[src/design/attn_ram.sv]
// Generic single-write, single-read RAM with registered read data.
// Depends on nothing.
module attn_ram #(
  parameter int DEPTH = 64,
  parameter int WIDTH = 16
) (
  input  logic                     clk,
  input  logic                     we,
  input  logic [$clog2(DEPTH)-1:0] waddr,
  input  logic [WIDTH-1:0]         wdata,
  input  logic [$clog2(DEPTH)-1:0] raddr,
  output logic [WIDTH-1:0]         rdata
);

  logic [WIDTH-1:0] mem [DEPTH];

  always_ff @(posedge clk) begin
    if (we) mem[waddr] <= wdata;
    rdata <= mem[raddr];
  end

endmodule

[config.mk]
export PLATFORM = sky130hd
export DESIGN_NAME = attn_ram
export DESIGN_NICKNAME = d
export VERILOG_FILES = /design/src/design/attn_ram.sv
export SDC_FILE = /design/constraint.sdc
export NUM_CORES = 1
export LEC_CHECK = 0
export BUFFER_PORTS_ARGS = -buffer_cell sky130_fd_sc_hd__buf_2
export CAP_MARGIN = 40
export CORE_MARGIN = 5
export CORE_UTILIZATION = 51
export DETAILED_ROUTE_END_ITERATION = 10
export PLACE_DENSITY = 0.67
export SLEW_MARGIN = 5
export SYNTH_ARGS = -nofsm -noshare
export SYNTH_HDL_FRONTEND = slang
export SYNTH_SLANG_ARGS = --single-unit
export TNS_END_PERCENT = 30
[constraint.sdc]
create_clock -name clk -period 5.2 [get_ports clk]
set_input_delay 1.3 -clock clk [delete_from_list [all_inputs] [get_ports clk]]
set_output_delay 1.3 -clock clk [all_outputs]
set_load 0.1 [all_outputs]
==> out/summary.json, run 1 <==
{
  "grtUsageTotal": 0.220,
  "final_max_slew_viol_count": 0,
  "synth.cell_area_sq_mm": 0.0400,
  "detail_route.vias_per_cell": 6.17,
  "fin_skew_ns": 0.0221,
  "synth-edff-count": 1024,
  "netlist_top_cells_area": "sky130_fd_sc_hd__edfxtp_1, sky130_fd_sc_hd__mux4_2, sky130_fd_sc_hd__mux2i_1",
  "portBuffers": 45,
  "dr.first_iter.drc_count": 2122,
  "cp-start-kind": "input port",
  "synth-seq-cells": 1040,
  "max-cap-violations": 0,
  "power.density_mw_per_mm2": 384,
  "regToRegStartpoint": "mem[61][0]",
  "synth-async-reset-ratio": 0,
  "slew_of_the_pin_with_the_lowest_slew_margin_ns": 1.01,
  "min_delay_path_depth": 5,
  "grtUsageMet3": 0.0407,
  "wire_length_of_the_first_global_routing_pass_microns": 136000,
  "fin_crit_sh": 0.691,
  "critPathMaxFanout": 53,
  "first_global_vias": 19500,
  "rr_worst_depth": 4,
  "crit_arrival_ns": 4.08,
  "h-tree-depth": 3,
  "cts-resized-gates": 0,
  "critical-path-max-stage-delay_ns": 0.87,
  "pin_count_of_the_biggest_net_entering_global_routing": 90,
  "finalCoreUtilization": 0.581,
  "routedWlPerCell_microns": 29.9,
  "ant_nets": 0,
  "critPathCaptureType": "register",
  "tritoncts": "built",
  "clock_sinks": 1040,
  "coreArea_sq_mm": 0.0777,
  "met1_usage": 0.315,
  "holdCritPathClass": "reg -> reg",
  "yosys_warnings": 0,
  "start_to_end_type_of_the_worst_setup_path": "in -> reg",
  "drc_violations": 0,
  "totalNegativeSetupSlack_ns": 0,
  "via_count": 19300,
  "chipWidth_microns": 290,
  "hold_buffers": 0,
  "critical_path.slowest_cell": "sky130_fd_sc_hd__a221oi_1",
  "postRouteWirelength_microns": 93300,
  "timing.critical_path.buf_inv": 2,
  "netlist-cell-type-count": 43,
  "ordered_list_of_cells_on_the_worst_path": "buf_8, buf_4, mux4_2, mux2_2, a221oi_1, a311oi_1",
  "gpl.final_weighted_congestion": 0.808,
  "ff_latch_area_sq_mm": 0.0311,
  "run_status": "complete, no violations",
  "setup_viol_count_final": 0,
  "nNetsFinal": 2023,
  "post-cts-setup-buffers": 0,
  "synth.avg_cell_area_sq_um": 21.9,
  "reg2reg_slack_ns": 2.91,
  "floorplan.die_area_sq_mm": 0.0842,
  "gr-usage-met2": 0.353,
  "synth_fp_nets": 1859,
  "postSynthCellCount": 1829,
  "hold_path_startpoint": "mem[62][2]",
  "yosys.cell_count.top_type": "sky130_fd_sc_hd__edfxtp_1",
  "final_period_minus_worst_setup_slack_ns": 3.59,
  "clock_latency_ns": 0.65,
  "crit_family": "compound AO/OA/AOI/OAI gates",
  "synth.top_cell.area_share": 0.768,
  "leakage_uw": 0.0144,
  "die_y_microns": 290,
  "grt_antenna_before_repair": 7,
  "hpwlAfterDp_microns": 55600,
  "netlist.top_cell.by_area": "sky130_fd_sc_hd__edfxtp_1",
  "grt_overflow": 0,
  "final_layout_size_suffix_gt1_frac": 0.274,
  "path_clk_slew_ns": 0.06,
  "cts_buffer_depth": 3,
  "hold_violations": 0,
  "synth.cells.most_frequent": "sky130_fd_sc_hd__edfxtp_1, sky130_fd_sc_hd__mux4_2, sky130_fd_sc_hd__mux2i_1",
  "num-fill-cells": 5530,
  "vdd_ir_drop_max_mv": 0.255,
  "cts_buffers": 101,
  "timing.fmax_mhz": 278,
  "design_power_total_uw": 17300,
  "rsz0062_at_grt": "no",
  "maxSlewHeadroom": 0.327,
  "ys_dominant_reg_cell": "sky130_fd_sc_hd__edfxtp_1",
  "synth_to_final_area_change_pct": 12.8,
  "initial_utilization": 0.515,
  "worstReg2RegEnd": "rdata[0]",
  "top_usage_layer": "met2",
  "io_pins": 46,
  "synth_seq_area_share": 0.776,
  "drt-pass1-iter-count": 8,
  "cts_root_buffer": "sky130_fd_sc_hd__clkbuf_16",
  "total_area_of_multi_input_combinational_cells_sq_mm": 0.00829,
  "critPathRequiredTime_ns": 5.69,
  "min_to": "rdata[2]",
  "fp-row-count": 102
}
==> worst max-delay path by stage <==
stage,depth (start not counted),slack (ns),from,to
2_1_floorplan,4,1.87,waddr[3],mem[48][0]
3_3_place_gp,6,0.94,raddr[0],rdata[0]
3_5_place_dp,6,0.92,raddr[0],rdata[0]
4_1_cts,6,1.63,raddr[0],rdata[0]
5_1_grt,6,1.45,raddr[0],rdata[0]
6_report,6,1.61,raddr[0],rdata[0]
==> worst min-delay path: stages, from the launching register on <==
cell	delay [ns]
sky130_fd_sc_hd__edfxtp_1	0.32
sky130_fd_sc_hd__mux2i_1	0.06
sky130_fd_sc_hd__nand2_1	0.08
sky130_fd_sc_hd__a41oi_1	0.10
sky130_fd_sc_hd__o21ai_0	0.08
sky130_fd_sc_hd__and4_1	0.17
==> flip-flops by register name, summed over array words and instances (netlist names) <==
register and flops:
mem 1024, rdata 16
==> placed cells by master, fill, tap and decap left out, drive strengths merged <==
cell type  netlist  layout
edfxtp        1024    1024
mux4           224     224
buf             77     165
clkbuf          27     131
mux2i           85      85
nor2            74      74
nand2           60      60
clkinv           0      47
a22oi           39      39
nor2b           30      30
mux2            27      27
nand3           24      24
a21oi           17      17
a221oi          16      16
dfxtp           16      16
nand4           12      12
a211o            8       8
a31oi            8       8
a211oi           8       8
a311oi           8       8
o21ai            8       8
a22o             6       6
a221o            6       6
bufinv           0       6
diode            0       5
a41oi            5       5
and4             5       5
nand2b           3       3
nor4             3       3
nor3             2       2
nand3b           2       2
and2             2       2
clkinvlp         0       2
nand4b           1       1
or3b             1       1
or3              1       1
inv              0       1
==> where the power goes <==
group / total (uW) / leakage [uW] / switching [uW] / internal (uW)
logic: 974 / 0.00345 / 662 / 312
clock network: 7060 / 0.00157 / 3020 / 4040
registers: 9320 / 0.00935 / 38.1 / 9280
total: 17300 / 0.0144 / 3720 / 13600
==> through the flow <==
step	hold WS, ns	std cells	setup slack (ns)	instance area (sq um)
after floorplan	0.750	1829	1.87	40000
after global placement	0.818	2919	0.938	41800
after detailed placement	0.824	2929	0.925	42000
after CTS	0.842	3116	1.63	45200
after global routing	0.915	3117	1.45	45200
final	0.846	3122	1.61	45200
==> cell families (layout without fill, tap and decap cells) <==
group	count (synthesis)	after routing	synth area share
flip-flops	1040	1040	0.776
AO/OA/AOI/OAI	129	129	0.0241
multiplexers	336	336	0.155
AND/OR/NAND/NOR	220	220	0.0265
buffers and inverters	104	352	0.0183
other	0	5	0
==> routing by layer <==
layer | vias to the layer above | routed length (microns)
li1 | 8009 | -
met1 | 10300 | 37600
met2 | 833 | 45600
met3 | 138 | 7690
met4 | 4 | 2410
met5 | - | 23
==> area by class of cell <==
type	instances	share of cell area
Clock inverter	56	0.00955
Multi-Input combinational cell	685	0.183
Clock buffer	131	0.0612
Tap cell	1040	0.0288
Antenna cell	5	0.000277
Sequential cell	1040	0.688
Timing Repair Buffer	165	0.0291
No activity file was read; power rests on OpenSTA's default activity.
==> run 2: changes to the inputs <==
--- a/config.mk
+++ b/config.mk
@@ -5,6 +5,7 @@
 export SDC_FILE = /design/constraint.sdc
 export NUM_CORES = 1
 export LEC_CHECK = 0
+export ABC_AREA = 1
 export BUFFER_PORTS_ARGS = -buffer_cell sky130_fd_sc_hd__buf_2
 export CAP_MARGIN = 40
 export CORE_MARGIN = 5
==> constraint.sdc (replaced) <==
create_clock -name clk -period 3.35 [get_ports clk]
set_input_delay 0.8375 -clock clk [delete_from_list [all_inputs] [get_ports clk]]
set_output_delay 0.8375 -clock clk [all_outputs]
set_load 0.1 [all_outputs]
==> out/summary.json, run 2 <==
{
  "synth.cells.most_frequent": {"value": "sky130_fd_sc_hd__nand2_1, sky130_fd_sc_hd__edfxtp_1, sky130_fd_sc_hd__nand3_1", "change": "was sky130_fd_sc_hd__edfxtp_1, sky130_fd_sc_hd__mux4_2, sky130_fd_sc_hd__mux2i_1"},
  "power.density": {"value": 587, "unit": "mW/mm^2", "change": "was 384 mW/mm^2"},
  "design_power_total": {"value": 27700, "unit": "uW", "change": "was 17300 uW"},
  "drt-pass1-iter-count": {"value": 6, "change": "was 8"},
  "path_clk_slew": {"value": 0.06, "unit": "ns", "change": "about the same"},
  "detail_route.vias_per_cell": {"value": 5.74, "change": "was 6.17"},
  "dr.first_iter.drc_count": {"value": 3402, "change": "was 2122"},
  "portBuffers": {"value": 45, "change": "unchanged"},
  "synth.avg_cell_area": {"value": 12.0, "unit": "sq um", "change": "was 21.9 sq um"},
  "cts_buffers": {"value": 103, "change": "was 101"},
  "die_y": {"value": 297, "unit": "microns", "change": "was 290 microns"},
  "gpl.final_weighted_congestion": {"value": 0.855, "change": "was 0.808"},
  "setup_viol_count_final": {"value": 0, "change": "unchanged"},
  "vdd_ir_drop_max": {"value": 0.510, "unit": "mV", "change": "was 0.255 mV"},
  "power.share.switching": {"value": 0.226, "change": "was 0.214"},
  "hpwlAfterDp": {"value": 62100, "unit": "microns", "change": "was 55600 microns"},
  "coreArea": {"value": 0.0820, "unit": "sq mm", "change": "was 0.0777 sq mm"},
  "netlist_top_cells_area": {"value": "sky130_fd_sc_hd__edfxtp_1, sky130_fd_sc_hd__nand2_1, sky130_fd_sc_hd__nand3_1", "change": "was sky130_fd_sc_hd__edfxtp_1, sky130_fd_sc_hd__mux4_2, sky130_fd_sc_hd__mux2i_1"},
  "synth.cell_area": {"value": 0.0421, "unit": "sq mm", "change": "was 0.0400 sq mm"},
  "drc_violations": {"value": 0, "change": "unchanged"},
  "net-switching-power": {"value": 6270, "unit": "uW", "change": "was 3720 uW"},
  "critical_path.slowest_cell": {"value": "sky130_fd_sc_hd__buf_2", "change": "was sky130_fd_sc_hd__a221oi_1"},
  "leakage": {"value": 0.0171, "unit": "uW", "change": "was 0.0144 uW"},
  "final_layout_size_suffix_gt1_frac": {"value": 0.0966, "change": "was 0.274"},
  "timing.critical_path.buf_inv": {"value": 1, "change": "was 2"},
  "max-cap-violations": {"value": 0, "change": "unchanged"},
  "crit_family": {"value": "buffers and inverters", "change": "was compound AO/OA/AOI/OAI gates"},
  "top_regs": {"value": "mem x1024, rdata x16", "change": "unchanged"},
  "maxSlewHeadroom": {"value": 0.371, "change": "was 0.327"},
  "critical-path-max-stage-delay": {"value": 0.46, "unit": "ns", "change": "was 0.87 ns"},
  "clock_latency": {"value": 0.66, "unit": "ns", "change": "was 0.65 ns"},
  "first_global_vias": {"value": 25700, "change": "was 19500"},
  "slew_of_the_pin_with_the_lowest_slew_margin": {"value": 0.943, "unit": "ns", "change": "was 1.01 ns"},
  "grtUsageTotal": {"value": 0.242, "change": "was 0.220"},
  "netlist-cell-type-count": {"value": 16, "change": "was 43"},
  "number_of_flip_flops_in_the_largest_register": {"value": 1024, "change": "unchanged"},
  "postPlaceCellArea": {"value": 0.0439, "unit": "sq mm", "change": "was 0.0420 sq mm"},
  "ordered_list_of_cells_on_the_worst_path": {"value": "buf_2", "change": "was buf_8, buf_4, mux4_2, mux2_2, a221oi_1, a311oi_1"},
  "final_area": {"value": 0.0472, "unit": "sq mm", "change": "was 0.0452 sq mm"},
  "finalCoreUtilization": {"value": 0.576, "change": "was 0.581"},
  "chipWidth": {"value": 297, "unit": "microns", "change": "was 290 microns"},
  "layout.cells.most_common": {"value": "sky130_fd_sc_hd__nand2_1", "change": "was sky130_fd_sc_hd__edfxtp_1"},
  "tritoncts": {"value": "built", "change": "unchanged"},
  "netlist.top_cell.by_area": {"value": "sky130_fd_sc_hd__edfxtp_1", "change": "unchanged"},
  "final_max_slew_viol_count": {"value": 0, "change": "unchanged"},
  "synth_to_final_area_change": {"value": 12.1, "unit": "%", "change": "was 12.8%"},
  "holdCritPathClass": {"value": "in -> reg", "change": "was reg -> reg"},
  "comb_power_share": {"value": 0.069, "change": "was 0.056"},
  "routedWlPerCell": {"value": 23.0, "unit": "microns", "change": "was 29.9 microns"},
  "nNetsFinal": {"value": 3630, "change": "was 2023"},
  "cell_internal_pwr": {"value": 21400, "unit": "uW", "change": "was 13600 uW"},
  "final_period_minus_worst_setup_slack_ns": 2.37,
  "grt_overflow": {"value": 0, "change": "unchanged"},
  "critPathRequiredTime": {"value": 2.51, "unit": "ns", "change": "was 5.69 ns"},
  "h-tree-depth": {"value": 3, "change": "unchanged"},
  "layout_common_cells": {"value": "sky130_fd_sc_hd__nand2_1, sky130_fd_sc_hd__edfxtp_1, sky130_fd_sc_hd__nand3_1, sky130_fd_sc_hd__buf_4, sky130_fd_sc_hd__clkbuf_16", "change": "was sky130_fd_sc_hd__edfxtp_1, sky130_fd_sc_hd__mux4_2, sky130_fd_sc_hd__clkbuf_16, sky130_fd_sc_hd__buf_4, sky130_fd_sc_hd__mux2i_1"},
  "cts-resized-gates": {"value": 0, "change": "unchanged"},
  "cts_buffer_depth": {"value": 3, "change": "unchanged"},
  "synth-seq-cells": {"value": 1040, "change": "unchanged"},
  "fin_skew": {"value": 0.0189, "unit": "ns", "change": "was 0.0221 ns"},
  "rsz0062_at_grt": {"value": "no", "change": "unchanged"},
  "initial_utilization": {"value": 0.514, "change": "was 0.515"},
  "synth.top_cell.area_share": {"value": 0.730, "change": "was 0.768"},
  "grt_antenna_before_repair": {"value": 3, "change": "was 7"},
  "postRouteWirelength": {"value": 109000, "unit": "microns", "change": "was 93300 microns"},
  "wire_length_of_the_first_global_routing_pass": {"value": 163000, "unit": "microns", "change": "was 136000 microns"},
  "ys_dominant_reg_cell": {"value": "sky130_fd_sc_hd__edfxtp_1", "change": "unchanged"},
  "totalNegativeSetupSlack": {"value": 0, "unit": "ns", "change": "unchanged"},
  "yosys_warnings": {"value": 0, "change": "unchanged"},
  "cts_root_buffer": {"value": "sky130_fd_sc_hd__clkbuf_16", "change": "unchanged"},
  "clock_sinks": {"value": 1040, "change": "unchanged"},
  "critPathMaxFanout": {"value": 1, "change": "was 53"},
  "max_flop_register": {"value": "mem", "change": "unchanged"},
  "synth-async-reset-ratio": {"value": 0, "change": "unchanged"},
  "synth_fp_nets": {"value": 3547, "change": "was 1859"},
  "fp-row-count": {"value": 105, "change": "was 102"},
  "postSynthCellCount": {"value": 3517, "change": "was 1829"},
  "ant_nets": {"value": 0, "change": "unchanged"},
  "critPathCaptureType": {"value": "primary output", "change": "was register"},
  "floorplan.die_area": {"value": 0.0884, "unit": "sq mm", "change": "was 0.0842 sq mm"},
  "fin_crit_sh": 0.709,
  "antenna_cells_inserted": {"value": 0, "change": "was 5"},
  "cp-start-kind": {"value": "register", "change": "was input port"},
  "post-cts-setup-buffers": {"value": 0, "change": "unchanged"},
  "pin_count_of_the_biggest_net_entering_global_routing": {"value": 114, "change": "was 90"},
  "start_to_end_type_of_the_worst_setup_path": {"value": "reg -> out", "change": "was in -> reg"},
  "seq_power_share": {"value": 0.521, "change": "was 0.537"},
  "via_count": {"value": 27300, "change": "was 19300"},
  "final-instance-count-excl-fill": {"value": 4754, "change": "was 3122"},
  "hold_buffers": {"value": 0, "change": "unchanged"},
  "run_status": {"value": "complete, no violations", "change": "unchanged"},
  "io_pins": {"value": 46, "change": "unchanged"},
  "dp_cells": {"value": 4565, "change": "was 2929"},
  "hold_violations": {"value": 0, "change": "unchanged"},
  "synth-edff-count": {"value": 1024, "change": "unchanged"},
  "timing.fmax_mhz": 421,
  "crit_arrival": {"value": 1.54, "unit": "ns", "change": "was 4.08 ns"},
  "yosys.cell_count.top_type": {"value": "sky130_fd_sc_hd__nand2_1", "change": "was sky130_fd_sc_hd__edfxtp_1"},
  "synth_seq_area_share": {"value": 0.738, "change": "was 0.776"},
  "clock_power_share": {"value": 0.410, "change": "was 0.407"}
}
==> run 2: cell count changes after synthesis, sizes merged, moves of 12 or more <==
cell / delta
mux4: -224
nand2: +1236
mux2i: -85
a221oi: -16
nor2b: -30
mux2: -27
nor2: -18
nand3: +847
a21oi: -17
inv: +12
a22oi: -39
buf: +122
==> run 2: worst paths after layout <==
path | start | to | slack, ns | depth (start not counted)
setup / recovery | rdata[3] | rdata[3] | 0.98 | 1
hold / removal | wdata[3] | mem[52][3] | 0.54 | 1
hold reg to reg | mem[24][8] | rdata[8] | 0.81 | 8
setup reg to reg | mem[59][10] | rdata[10] | 1.74 | 8
==> run 2: stage by stage <==
step	setup slack [ns]	hold slack, ns
2_1_floorplan	-0.0416	0.722
3_3_place_gp	0.406	0.803
3_5_place_dp	0.402	0.804
4_1_cts	0.957	0.521
5_1_grt	0.932	0.526
6_report	0.975	0.538
==> run 2: worst register-to-register path, cell delays in order (launching register included) <==
cell	delay, ns
sky130_fd_sc_hd__edfxtp_1	0.35
sky130_fd_sc_hd__nand2_1	0.07
sky130_fd_sc_hd__nand3_1	0.09
sky130_fd_sc_hd__nand3_1	0.13
sky130_fd_sc_hd__nand2_1	0.07
sky130_fd_sc_hd__nand2_1	0.08
sky130_fd_sc_hd__nand3_1	0.19
sky130_fd_sc_hd__nand3_1	0.38
sky130_fd_sc_hd__nand2_1	0.11
==> run 2: cells by family (layout without fill, tap and decap cells) <==
family / Yosys count / after routing / share of synthesized area
simple gates: 2240 / 2240 / 0.227
buf+inv: 237 / 404 / 0.0354
flops: 1040 / 1040 / 0.738
==> run 2: power by group through the flow <==
stage,Clock (uW),Combinational [uW],Sequential [uW]
finish,11300,1910,14400
global route,12000,2060,14400
CTS,11500,1900,14400
detailed placement,0,1890,14700
global placement,0,1880,14700
floorplan,0,964,14900
==> run 2: routing by layer <==
metal | share of wire | vias up | GRT usage
met1 | 0.42 | 13300 | 0.351
met3 | 0.093 | 195 | 0.0528
met2 | 0.46 | 1246 | 0.373
met4 | 0.028 | 6 | 0.0728
li1 | - | 12600 | -
met5 | 0.00037 | - | 0
==> run 2: final cells by class <==
cell class	count	area, sq um
tap	1070	1340
fill	6613	34800
sequential	1040	31100
inverter	12	71.3
timing repair buffer	203	1810
clock inverter	57	500
clock buffer	132	2800
multi-input combinational	2240	9590
