<file path="src/design/attn_pkg.sv">
// Shared types, sizes and constant tables for the attention row block.
// Depends on nothing; every other design file but attn_ram imports it.
package attn_pkg;

  localparam int MAX_LEN = 256;
  localparam int MAX_DIM = 64;
  localparam int LEN_W   = $clog2(MAX_LEN);
  localparam int DIM_W   = $clog2(MAX_DIM);
  localparam int KV_AW   = LEN_W + DIM_W;

  localparam int SAMPLE_W = 16;
  localparam int SCORE_W  = 32;
  localparam int WGT_W    = 17;
  localparam int ACC_W    = 42;
  localparam int RS_W     = 17;
  localparam int DEN_W    = 25;
  localparam int DIVN_W   = 43;
  localparam int SEQ_W    = 9;
  localparam int HDIM_W   = 7;

  localparam int IN_W  = 32;
  localparam int OUT_W = 24;

  localparam logic [16:0] LOG2E_Q16 = 17'd94548;

  typedef enum logic [1:0] {
    OP_LOAD_Q = 2'd0,
    OP_LOAD_K = 2'd1,
    OP_LOAD_V = 2'd2,
    OP_COMPUTE = 2'd3
  } op_t;

  typedef enum logic [1:0] {
    REG_SEQ_LEN  = 2'd0,
    REG_HEAD_DIM = 2'd1,
    REG_CAUSAL   = 2'd2
  } reg_idx_t;

  typedef enum logic [3:0] {
    ST_IDLE,
    ST_DOT,
    ST_SC_LO,
    ST_SC_HI,
    ST_SC_WR,
    ST_W_RD,
    ST_W_DAT,
    ST_W_EXP,
    ST_OUT,
    ST_DIV_LD,
    ST_DIV,
    ST_EMIT
  } state_t;

  typedef logic [WGT_W-1:0] exp_tab_t [17];
  typedef logic [RS_W-1:0]  rs_tab_t  [MAX_DIM];

  localparam exp_tab_t EXP2_TAB = '{
    17'd65536, 17'd62757, 17'd60097, 17'd57549, 17'd55109, 17'd52773,
    17'd50535, 17'd48393, 17'd46341, 17'd44376, 17'd42495, 17'd40693,
    17'd38968, 17'd37316, 17'd35734, 17'd34219, 17'd32768
  };

  // floor(sqrt(floor(2^32 / dim))) for dim = 1 .. MAX_DIM, built at elaboration;
  // r*r <= floor(2^32 / dim) holds exactly when r*r*dim <= 2^32
  function automatic rs_tab_t build_rs_tab();
    rs_tab_t   t;
    longint    r;
    longint    c;
    for (int i = 0; i < MAX_DIM; i++) begin
      r = 0;
      for (int b = 16; b >= 0; b--) begin
        c = r | (64'sd1 <<< b);
        if (c * c * longint'(i + 1) <= 64'sd4294967296) r = c;
      end
      t[i] = RS_W'(r);
    end
    return t;
  endfunction

  localparam rs_tab_t RS_TAB = build_rs_tab();

  typedef struct packed {
    logic start;
    logic done;
  } div_ctl_t;

endpackage

</file>
<file path="src/design/attn_div.sv">
// Restoring divider, one quotient bit per cycle.
// Depends on attn_pkg for widths and the control struct.
module attn_div import attn_pkg::*; (
  input  logic              clk,
  input  logic              rst,
  input  logic [DIVN_W-1:0] dividend,
  input  logic [DEN_W-1:0]  divisor,
  input  div_ctl_t          ctl_in,
  output div_ctl_t          ctl_out,
  output logic [DIVN_W-1:0] quotient
);

  localparam int CNT_W = $clog2(DIVN_W + 1);

  logic [DEN_W-1:0] rem;
  logic [CNT_W-1:0] cnt;
  logic             busy;
  logic             done;
  logic [DEN_W:0]   shifted;
  logic             fits;

  assign shifted = {rem, quotient[DIVN_W-1]};
  assign fits    = shifted >= {1'b0, divisor};

  always_ff @(posedge clk) begin
    if (rst) begin
      busy <= 1'b0;
      done <= 1'b0;
      cnt  <= '0;
    end else begin
      done <= 1'b0;
      if (ctl_in.start) begin
        busy <= 1'b1;
        cnt  <= CNT_W'(DIVN_W);
      end else if (busy) begin
        cnt <= cnt - 1'b1;
        if (cnt == CNT_W'(1)) begin
          busy <= 1'b0;
          done <= 1'b1;
        end
      end
    end
  end

  always_ff @(posedge clk) begin
    if (ctl_in.start) begin
      rem      <= '0;
      quotient <= dividend;
    end else if (busy) begin
      rem      <= fits ? DEN_W'(shifted - {1'b0, divisor}) : DEN_W'(shifted);
      quotient <= {quotient[DIVN_W-2:0], fits};
    end
  end

  assign ctl_out.start = ctl_in.start;
  assign ctl_out.done  = done;

endmodule

</file>
<file path="config.mk">
export PLATFORM = sky130hd
export DESIGN_NAME = attn_div
export DESIGN_NICKNAME = d
export VERILOG_FILES = /design/src/design/attn_pkg.sv /design/src/design/attn_div.sv
export SDC_FILE = /design/constraint.sdc
export NUM_CORES = 1
export LEC_CHECK = 0
export BUFFER_PORTS_ARGS = -buffer_cell sky130_fd_sc_hd__buf_2
export CAP_MARGIN = 20
export CORE_MARGIN = 10
export CORE_UTILIZATION = 58
export CTS_CLUSTER_SIZE = 40
export DETAILED_ROUTE_END_ITERATION = 8
export GPL_ROUTABILITY_DRIVEN = 1
export PLACE_DENSITY = 0.94
export SYNTH_ARGS = -nofsm -noshare
export SYNTH_HDL_FRONTEND = slang
export SYNTH_SLANG_ARGS = --single-unit
export TNS_END_PERCENT = 10
</file>
<file path="constraint.sdc">
create_clock -name clk -period 9.24 [get_ports clk]
set_input_delay 1.848 -clock clk [delete_from_list [all_inputs] [get_ports clk]]
set_output_delay 1.848 -clock clk [all_outputs]
set_load 0.1 [all_outputs]
</file>
==> results of run 1 <==
-- kinds of logic (layout without fill, tap and decap cells) --
group / count (synthesis) / after routing / share of synthesized area [%]
AOI/OAI and AO/OA: 103 / 103 / 14.85
xor gates and xnor gates: 24 / 24 / 4.400
adders and majority gates: 28 / 28 / 7.491
buffers and inverters: 59 / 169 / 5.736
DFF: 76 / 76 / 40.86
muxes: 62 / 62 / 14.09
and+or+nand+nor: 122 / 122 / 12.57
-- cell usage in the layout, fill, tap and decap left out, types with 10 or more instances in the layout --
cell	netlist	final
sky130_fd_sc_hd__nand2_1	23	23
sky130_fd_sc_hd__a21oi_1	21	21
sky130_fd_sc_hd__ha_1	27	27
sky130_fd_sc_hd__edfxtp_1	43	43
sky130_fd_sc_hd__a211oi_1	19	19
sky130_fd_sc_hd__mux2i_1	20	20
sky130_fd_sc_hd__xnor2_1	17	17
sky130_fd_sc_hd__inv_1	35	35
sky130_fd_sc_hd__buf_2	1	115
sky130_fd_sc_hd__and3_1	10	10
sky130_fd_sc_hd__mux2_2	42	42
sky130_fd_sc_hd__dfxtp_1	33	33
sky130_fd_sc_hd__nor2_1	45	45
sky130_fd_sc_hd__a21o_1	17	17
-- metrics by stage --
stage               hold slack [ps]  instances  worst slack [ps]  util, %  area [um^2]
finish                        479.3        689              4237    68.34         5559
global route                  511.8        689              4161    68.34         5559
CTS                           480.2        689              4210    68.34         5559
detailed placement            467.1        674              4210    66.04         5371
global placement              456.8        674              4229    66.04         5371
floorplan                     436.6        474              4956        -         4777
-- metal layers --
metal,part of all wire (%),global-route usage (%)
met1,39,21.78
met2,54,34.63
met3,4.1,3.734
met4,2.4,6.163
met5,0,0
-- worst max-delay path by stage --
stage | start | end | slack, ps | cells after the start
after CTS | ctl_in[1] | ctl_out[1] | 4210 | 3
after detailed placement | ctl_in[1] | ctl_out[1] | 4210 | 3
after global routing | ctl_in[1] | ctl_out[1] | 4160 | 3
after floorplan | divisor[0] | rem[0]$_SDFFE_PP0P_ | 4960 | 13
final | ctl_in[1] | ctl_out[1] | 4240 | 3
after global placement | ctl_in[1] | ctl_out[1] | 4230 | 3
-- sequential cells by signal, indices dropped and copies added (netlist names) --
name,cells
busy,1
rem,25
done,1
quotient,43
cnt,6
-- power breakdown --
group          leakage (nW)  switching (mW)  internal [mW]  total [mW]
Sequential            0.704          0.0210          0.396       0.417
Clock                0.0915           0.126          0.123       0.249
Combinational          1.84           0.281          0.114       0.395
-- Yosys cell counts (2+ instances only) --
cell type / n
sky130_fd_sc_hd__nor2_1: 45
sky130_fd_sc_hd__edfxtp_1: 43
sky130_fd_sc_hd__mux2_2: 42
sky130_fd_sc_hd__inv_1: 35
sky130_fd_sc_hd__dfxtp_1: 33
sky130_fd_sc_hd__ha_1: 27
sky130_fd_sc_hd__nand2_1: 23
sky130_fd_sc_hd__a21oi_1: 21
sky130_fd_sc_hd__mux2i_1: 20
sky130_fd_sc_hd__a211oi_1: 19
sky130_fd_sc_hd__a21o_1: 17
sky130_fd_sc_hd__xnor2_1: 17
sky130_fd_sc_hd__clkbuf_1: 15
sky130_fd_sc_hd__and3_1: 10
sky130_fd_sc_hd__nand3_1: 9
sky130_fd_sc_hd__o21ai_1: 8
sky130_fd_sc_hd__o21ai_0: 7
sky130_fd_sc_hd__xor2_1: 7
sky130_fd_sc_hd__nor3_1: 6
sky130_fd_sc_hd__a31oi_1: 5
sky130_fd_sc_hd__o31ai_1: 5
sky130_fd_sc_hd__nand4_1: 4
sky130_fd_sc_hd__nor2b_1: 4
sky130_fd_sc_hd__o2111ai_1: 4
sky130_fd_sc_hd__buf_4: 3
sky130_fd_sc_hd__nand4b_1: 3
sky130_fd_sc_hd__nor4_1: 3
sky130_fd_sc_hd__or3_1: 3
sky130_fd_sc_hd__a311oi_1: 2
sky130_fd_sc_hd__and2_1: 2
sky130_fd_sc_hd__and3b_1: 2
sky130_fd_sc_hd__buf_1: 2
sky130_fd_sc_hd__buf_12: 2
sky130_fd_sc_hd__nand2b_1: 2
sky130_fd_sc_hd__nor4b_1: 2
-- worst register-to-register path, stage by stage (launching register included) --
cell,delay (ps)
sky130_fd_sc_hd__edfxtp_1,440
sky130_fd_sc_hd__inv_1,80
sky130_fd_sc_hd__ha_1,170
sky130_fd_sc_hd__inv_1,70
sky130_fd_sc_hd__fa_1,400
sky130_fd_sc_hd__a21o_1,240
sky130_fd_sc_hd__a221oi_2,350
sky130_fd_sc_hd__o2111ai_1,180
sky130_fd_sc_hd__and4_4,250
sky130_fd_sc_hd__o211ai_2,160
sky130_fd_sc_hd__and3_1,180
sky130_fd_sc_hd__buf_4,410
sky130_fd_sc_hd__mux2i_1,280
sky130_fd_sc_hd__a211oi_1,100
-- area by class of cell --
| class | instances | area share [%] |
|---|---|---|
| Multi-Input combinational cell | 339 | 45.89 |
| Timing Repair Buffer | 119 | 10.89 |
| Clock inverter | 6 | 1.148 |
| Inverter | 35 | 2.363 |
| Clock buffer | 9 | 2.228 |
| Tap cell | 105 | 2.363 |
| Sequential cell | 76 | 35.11 |
==> flow_metrics.tcl, run 1 <==
set metrics [dict create \
    clock_skew_ps 10.63 \
    final.fill_count 631 \
    cp_data_required_time_ps 7390 \
    setup_viol_count_final 0 \
    synth.top_cells.by_area "sky130_fd_sc_hd__edfxtp_1, sky130_fd_sc_hd__dfxtp_1, sky130_fd_sc_hd__mux2_2" \
    multiInputGateArea_um2 2551 \
    grt_util_all_layers_pct 19.08 \
    power.total_mw 1.061 \
    synth-edff-count 43 \
    final_min_period_over_clock_period_pct 54.14 \
    reg2reg_depth 13 \
    worst_slew_pin_slew_ps 869.3 \
    maxCapViolCount 0 \
    ir_drop_mv 0.1180 \
    status "complete, no violations" \
    end_kind "output port" \
    clock-sinks 76 \
    setup_tns_ps 0 \
    detailed_place_hpwl_mm 9.144 \
    ys_dominant_reg_cell "sky130_fd_sc_hd__edfxtp_1" \
    synth_seq_cells 76 \
    cts_repair_resize_count 0 \
    cts_root_buf "sky130_fd_sc_hd__clkbuf_8" \
    flow.area_growth_from_synthesis_pct 16.37 \
    grt_max_degree 76 \
    cts.reportedPaths.clkPinSlew_ps 70 \
    i_o_pins 117 \
    cts_max_level 3 \
    drtPass1Iterations 5 \
    maxClockFrequency_mhz 199.9 \
    cp_cell_sequence "buf_2, buf_4, buf_2" \
    post_synthesis_cell_area_um2 4777 \
    vias 4041 \
    crit-reg2reg-capture "rem[5]$_SDFFE_PP0P_" \
    core.rowCount 33 \
    min_period_ps 5003 \
    critical_path_buf_inv_count 3 \
    cts_tree "built" \
    grt_antenna_before_repair 0 \
    die-area_um2 12270 \
    count_of_final_max_slew_check_failures 0 \
    criticalPathCategory "primary input to output port" \
    post_synth.cell_area_avg_um2 10.08 \
    core_area_um2 8134 \
    postSynth.asyncResetShare_pct 0 \
    drc 0 \
    vias_in_the_first_global_route 4025 \
    yosys_warning_total 0 \
    worst_hold_path_depth 2 \
    starting_utilization_of_the_core_area_pct 58.73 \
    grt_first_pass_wirelength_mm 19.94 \
    r2r_slack_ps 5780 \
    finalNetCount 680 \
    seqCellArea_um2 1952 \
    finalHoldViolations 0 \
    synth.top_cell.area_share_pct 27.03 \
    timing.critical_path.from_type "primary input" \
    die_width_um 110.8 \
    worst_path_most_repeated_cell "sky130_fd_sc_hd__buf_2" \
    timing.rr.start "quotient[42]$_DFFE_PP_" \
    number_of_nets_with_antenna_violations_after_detailed_routing 0 \
    worst_path_largest_cell_delay_ps 660 \
    synthCells 474 \
    portBuffers 115 \
    die_y_um 110.8 \
    cts_setup_buffers 0 \
    critical_path_arrival_ps 3150 \
    critPathTopFamily "buffers and inverters" \
    power_density_nw_per_um2 190.8 \
    worstHoldPathType "flip-flop to flip-flop" \
    min-delay-start "rem[24]$_SDFFE_PP0P_" \
    syn_nets 574 \
    wirelength_mm 12.20 \
    clock_tree.buffer_depth 2 \
    globalRoute.totalOverflow 0 \
    vias_per_cell 5.865 \
    worstPathMaxFanout 75 \
    timing.slew.headroom_pct 42.05 \
    worst_path_max_delay_cell "sky130_fd_sc_hd__buf_4" \
    worstSkewPairLatency_ps 350 \
    cts_made_buffers 9 \
    antenna-diode-count 0 \
    post_drt_wl_per_cell_um 17.70 \
    drive_gt1_share_pct 31.16 \
    leakagePower_nw 2.640 \
    detailedRoute.firstIterationViolations 249 \
    setup_repair_after_global_routing_missed_its_margin "false" \
    min_to "rem[24]$_SDFFE_PP0P_" \
    hold_fix_buffer_count_after_cts 0 \
    gp_congestion 0.9131 \
    synthDominantAreaCellType "sky130_fd_sc_hd__edfxtp_1" \
    synthDistinctLibCells 57 \
    ys_seq_area_share_pct 40.86 \
]
No activity file was read; power rests on OpenSTA's default activity.
==> inputs of run 2 (changes only) <==
ABC_AREA = 1   (was not set)
CORE_UTILIZATION = 56   (was 58)
PLACE_DENSITY = 0.9   (was 0.94)
clock period = 4.9 ns   (was 9.24 ns; I/O delays follow)
==> run 2 against run 1 <==
Net effect:
- final cell count rose by 56%
- largest power group unchanged
- setup slack lost 2500 ps
- register-to-register slack worse by 3800 ps
- critical path type is now primary input to flip-flop
- non-clock buffer count rose by 1
- critical path depth up 8
- utilization fell by 2.7 points
- synthesized cell count increased by 75%
- wire length rose by 23%
- area after synthesis is 15% higher
- clock skew increased by 4.6 ps
- first-iteration DRC count grew 110%
==> flow_metrics.tcl, run 2 <==
set metrics [dict create \
    grt_max_degree 54 \
    detailedRoute.firstIterationViolations 531 \
    drc 0 \
    synth_seq_cells 76 \
    fin_cells 1074 \
    globalRoute.totalOverflow 0 \
    drive_gt1_share_pct 18.07 \
    worstSkewPairLatency_ps 370 \
    setup_repair_after_global_routing_missed_its_margin "false" \
    clock_tree.buffer_depth 2 \
    post_drt_wl_per_cell_um 13.98 \
    worst_hold_slack_ps 475.6 \
    clock-sinks 76 \
    setup_viol_count_final 0 \
    multiInputGateArea_um2 2834 \
    postSynth.asyncResetShare_pct 0 \
    cts_max_level 3 \
    worstPathMaxFanout 26 \
    largest_register_by_flop_count "quotient" \
    cts_setup_buffers 0 \
    number_of_nets_with_antenna_violations_after_detailed_routing 0 \
    core_area_um2 9684 \
    i_o_pins 117 \
    starting_utilization_of_the_core_area_pct 56.78 \
    count_of_final_max_slew_check_failures 0 \
    wirelength_mm 15.02 \
    vias_in_the_first_global_route 5504 \
    cts_made_buffers 9 \
    ir_drop_mv 0.2484 \
    detailed_place_hpwl_mm 10.73 \
    power.total_mw 1.790 \
    critical_path.startpoint "divisor[0]" \
    die_width_um 119.1 \
    core.rowCount 36 \
    portBuffers 115 \
    final_design_area_no_fill_um2 6355 \
    flow.area_growth_from_synthesis_pct 15.56 \
    end_kind "flip-flop" \
    finalNetCount 1036 \
    grt_first_pass_wirelength_mm 25.51 \
    clock_skew_ps 15.28 \
    syn_nets 929 \
    synthDominantAreaCellType "sky130_fd_sc_hd__nand2_1" \
    synth-edff-count 43 \
    most-common-layout-cells "sky130_fd_sc_hd__nand2_1, sky130_fd_sc_hd__inv_1, sky130_fd_sc_hd__buf_2" \
    r2r_slack_ps 1950 \
    critPathTopFamily "simple AND/OR/NAND/NOR gates" \
    synthDistinctLibCells 37 \
    critical_path_arrival_ps 3430 \
    timing.rr.start "quotient[42]$_DFFE_PP_" \
    critical_path_buf_inv_count 2 \
    ys_dominant_reg_cell "sky130_fd_sc_hd__edfxtp_1" \
    cts_repair_resize_count 0 \
    synthMostInstantiatedCell "sky130_fd_sc_hd__nand2_1" \
    leakagePower_nw 3.588 \
    synth.top_cell.area_share_pct 23.89 \
    cp_data_required_time_ps 5190 \
    gp_congestion 0.9337 \
    synthCells 829 \
    cp_cell_sequence "buf_2, ha_1, inv_1, fa_1, nand3_1, nand3_1, nand2_2, nand3_4, nand2_1, nand3_1, o21ai_1" \
    worst_path_max_delay_cell "sky130_fd_sc_hd__nand2_2" \
    dpl_worst_slack_ps 1436 \
    final_common_cell "sky130_fd_sc_hd__nand2_1" \
    largest_register_ffs 43 \
    maxClockFrequency_mhz 318.3 \
    post_synthesis_cell_area_um2 5499 \
    worstHoldPathType "flip-flop to flip-flop" \
    status "complete, no violations" \
    vias 5544 \
    cts_root_buf "sky130_fd_sc_hd__clkbuf_8" \
    fin_util_pct 65.62 \
    ys_top_cells_by_count "sky130_fd_sc_hd__nand2_1, sky130_fd_sc_hd__inv_1, sky130_fd_sc_hd__nand3_1" \
    number_of_cells_in_the_design_after_placement 1058 \
    final_min_period_over_clock_period_pct 64.11 \
    drtPass1Iterations 6 \
    grt_antenna_before_repair 0 \
    placed_area_um2 6151 \
    final.fill_count 860 \
    crit-reg2reg-capture "rem[3]$_SDFFE_PP0P_" \
    ys_seq_area_share_pct 35.49 \
    criticalPathCategory "primary input to flip-flop" \
    reg2reg_depth 11 \
    die_y_um 119.1 \
    die-area_um2 14180 \
    timing.critical_path.from_type "primary input" \
    min_period_ps 3141 \
    finalWorstSetupSlack_ps 1759 \
    hold_fix_buffer_count_after_cts 0 \
    post_synth.cell_area_avg_um2 6.633 \
    largestRegisters "quotient: 43 flops, rem: 25 flops, cnt: 6 flops" \
    yosys_warning_total 0 \
    worst_slew_pin_slew_ps 1072 \
    maxCapViolCount 0 \
    synth.top_cells.by_area "sky130_fd_sc_hd__nand2_1, sky130_fd_sc_hd__edfxtp_1, sky130_fd_sc_hd__dfxtp_1" \
    cts.reportedPaths.clkPinSlew_ps 90 \
    power_density_nw_per_um2 281.6 \
    setup.worst_path.end "rem[3]$_SDFFE_PP0P_" \
    finalHoldViolations 0 \
    cts_tree "built" \
    grt_util_all_layers_pct 21.25 \
    worst-path-stages 11 \
    setup_tns_ps 0 \
    vias_per_cell 5.162 \
    worst_path_largest_cell_delay_ps 530 \
    worst_path_most_repeated_cell "sky130_fd_sc_hd__nand3_1" \
    timing.slew.headroom_pct 28.44 \
    antenna-diode-count 0 \
    seqCellArea_um2 1952 \
]
-- run 2: power breakdown --
group | internal, mW | switching (mW) | total [mW]
Sequential | 0.727 | 0.0239 | 0.751
Combinational | 0.0944 | 0.416 | 0.510
Clock | 0.244 | 0.285 | 0.529
Total | 1.07 | 0.724 | 1.79
-- run 2: worst min-delay path by stage --
stage / start / to / cells after the start
2_1_floorplan: rem[24]$_SDFFE_PP0P_ / rem[24]$_SDFFE_PP0P_ / 2
3_3_place_gp: cnt[5]$_SDFFE_PP0P_ / cnt[5]$_SDFFE_PP0P_ / 2
3_5_place_dp: rem[13]$_SDFFE_PP0P_ / rem[13]$_SDFFE_PP0P_ / 2
4_1_cts: rem[22]$_SDFFE_PP0P_ / rem[22]$_SDFFE_PP0P_ / 2
5_1_grt: rem[9]$_SDFFE_PP0P_ / rem[9]$_SDFFE_PP0P_ / 2
6_report: rem[13]$_SDFFE_PP0P_ / rem[13]$_SDFFE_PP0P_ / 2
-- run 2: cells by family after synthesis --
family	share of synthesized area, %
compound gates	3.413
simple gates	39.70
buf+inv	12.97
xor+xnor	1.911
fa+ha+maj	6.507
flops	35.49
-- run 2: cell type report --
class | count | share of cell area (%)
clock buffers | 9 | 1.949
well taps | 133 | 2.619
inverters | 156 | 9.214
multi-input cells | 573 | 44.60
flip-flops and latches | 76 | 30.71
clock inverters | 7 | 1.260
repair buffers | 120 | 9.648
-- run 2: routing by layer --
metal  global-route usage [%]  up-vias  part of all wire (%)
met1                    25.16     2466                    40
met4                    7.786        0                   2.9
met2                    36.03      249                    47
met5                        0        -                     0
li1                         -     2783                     -
met3                    5.810       46                    10
-- run 2: worst register-to-register path, stage by stage (launching register included) --
cell and delay, ps:
sky130_fd_sc_hd__edfxtp_1 390, sky130_fd_sc_hd__inv_1 110, sky130_fd_sc_hd__ha_1 170, sky130_fd_sc_hd__inv_1 70
sky130_fd_sc_hd__fa_1 430, sky130_fd_sc_hd__nand3_1 110, sky130_fd_sc_hd__nand3_1 210, sky130_fd_sc_hd__nand2_2 530
sky130_fd_sc_hd__nand3_4 440, sky130_fd_sc_hd__nand2_1 200, sky130_fd_sc_hd__nand3_1 120, sky130_fd_sc_hd__o21ai_1 100
==> inputs of run 3 (changes only) <==
CORE_UTILIZATION = 50   (was 56)
PLACE_DENSITY = 0.85   (was 0.9)
clock period = 2.7 ns   (was 4.9 ns; I/O delays follow)
==> run 3 against run 2 <==
Net effect:
- sequential power rose by 81%
- total power rose by 78%
- sequential cell count did not move
- setup slack got worse by 1300 ps
- critical path depth did not move
- largest cell class unchanged
==> flow_metrics.tcl, run 3 (synthesis gave the netlist of run 2 again) <==
set metrics [dict create \
    final_common_cell "sky130_fd_sc_hd__nand2_1" \
    routed.top_layer "met4" \
    drtPass1Iterations 4 \
    critical_path_arrival_ps 2340 \
    worstHoldPathType "primary input to flip-flop" \
    criticalPathCategory "flip-flop to flip-flop" \
    die_width_um 124.9 \
    largest_register_ffs 43 \
    cts_made_buffers 9 \
    worst_path_largest_cell_delay_ps 430 \
    cts_setup_buffers 0 \
    maxClockFrequency_mhz 450.5 \
    cts_repair_resize_count 0 \
    drive_gt1_share_pct 18.74 \
    finalHoldViolations 0 \
    cts.reportedPaths.clkPinSlew_ps 90 \
    min_period_ps 2220 \
    cts_max_level 3 \
    vias 5346 \
    grt_max_degree 46 \
    core_area_um2 10790 \
    dr_wl_met2_mm 6.919 \
    clock_skew_ps 13.94 \
    antenna-diode-count 0 \
    worst_slew_pin_slew_ps 514.2 \
    grt_antenna_before_repair 1 \
    wirelength_mm 14.50 \
    routed-wl-met3_mm 1.155 \
    drc 0 \
    hold_fix_buffer_count_after_cts 0 \
    power.total_mw 3.194 \
    ir_drop_mv 0.5128 \
    routed_metal_1_wirelength_mm 6.111 \
    worstSkewPairLatency_ps 360 \
    timing.slew.headroom_pct 65.96 \
    cts_root_buf "sky130_fd_sc_hd__clkbuf_8" \
    detailedRoute.firstIterationViolations 364 \
    largest_register_by_flop_count "quotient" \
    status "complete, no violations" \
    worst_path_max_delay_cell "sky130_fd_sc_hd__fa_1" \
    worstPathMaxFanout 9 \
    count_of_final_max_slew_check_failures 0 \
    largestRegisters "quotient: 43 flops, rem: 25 flops, cnt: 6 flops" \
    setup_tns_ps 0 \
    setup_repair_after_global_routing_missed_its_margin "false" \
    timing.critical_path.from_type "flip-flop" \
    clock_tree.buffer_depth 2 \
    post_drt_wl_per_cell_um 13.30 \
    finalNetCount 1045 \
    gp_congestion 0.9360 \
    portBuffers 115 \
    clock-sinks 76 \
    vias_per_cell 4.905 \
    number_of_nets_with_antenna_violations_after_detailed_routing 0 \
    cp_cell_sequence "inv_1, ha_1, inv_1, fa_1, nand3_1, nand3_1, nand2_2, nand3_4, buf_4, nand2_1, nand2_1" \
    most-common-layout-cells "sky130_fd_sc_hd__nand2_1, sky130_fd_sc_hd__inv_1, sky130_fd_sc_hd__buf_2" \
    globalRoute.totalOverflow 0 \
    detailed_place_hpwl_mm 11.32 \
    die-area_um2 15590 \
    grt_first_pass_wirelength_mm 24.30 \
    starting_utilization_of_the_core_area_pct 50.95 \
    final_min_period_over_clock_period_pct 82.21 \
    cp_data_required_time_ps 2820 \
    vias_in_the_first_global_route 5301 \
    maxCapViolCount 0 \
    grt_util_all_layers_pct 18.22 \
    leakagePower_nw 3.635 \
    flow.area_growth_from_synthesis_pct 17.32 \
    setup_viol_count_final 0 \
    cts_tree "built" \
    i_o_pins 117 \
    core.rowCount 38 \
    end_kind "flip-flop" \
    die_y_um 124.9 \
    power_density_nw_per_um2 495.2 \
]
## run 3: layer usage
metal | vias up | global-route usage [%]
met5 | - | 0
met1 | 2354 | 21.59
met2 | 162 | 30.65
met3 | 25 | 5.404
met4 | 0 | 6.301
li1 | 2805 | -
## run 3: final timing paths
path | slack (ps) | to | cells after the start | start
max reg2reg | 480 | quotient[0]$_DFFE_PP_ | 11 | quotient[42]$_DFFE_PP_
min reg2reg | 470 | cnt[5]$_SDFFE_PP0P_ | 2 | cnt[5]$_SDFFE_PP0P_
max | 480 | quotient[0]$_DFFE_PP_ | 11 | quotient[42]$_DFFE_PP_
min | 380 | cnt[5]$_SDFFE_PP0P_ | 2 | rst
## run 3: critical path, delay by kind of cell (launching register included)
kind / cells / cell delay [ps]
and+or+nand+nor: 6 / 600
adders and majority gates: 2 / 600
DFF: 1 / 390
buffers and inverters: 3 / 380
## run 3: area by class of cell
class,count,area [um^2]
Multi-Input combinational cell,573,2834
Clock inverter,7,75.07
Sequential cell,76,1952
Inverter,156,585.6
Timing Repair Buffer,129,705.7
Fill cell,983,4342
Clock buffer,9,123.9
Tap cell,140,175.2
## run 3: power by group
| part | internal, mW | switching [mW] | leakage, nW |
|---|---|---|---|
| registers | 1.32 | 0.0425 | 0.710 |
| logic | 0.176 | 0.745 | 2.83 |
| clock network | 0.434 | 0.477 | 0.0992 |
## run 3: stage by stage
step	cells	util (%)	instance area (um^2)	hold WS [ps]	setup WS, ps
finish	1090	59.77	6451	380.2	480.4
detailed placement	1074	57.93	6252	461.3	303.6
CTS	1090	59.77	6451	375.8	489.5
global route	1090	59.77	6451	383.1	337.2
floorplan	829	-	5500	440.1	87.30
global placement	1074	57.93	6252	458.8	335.7
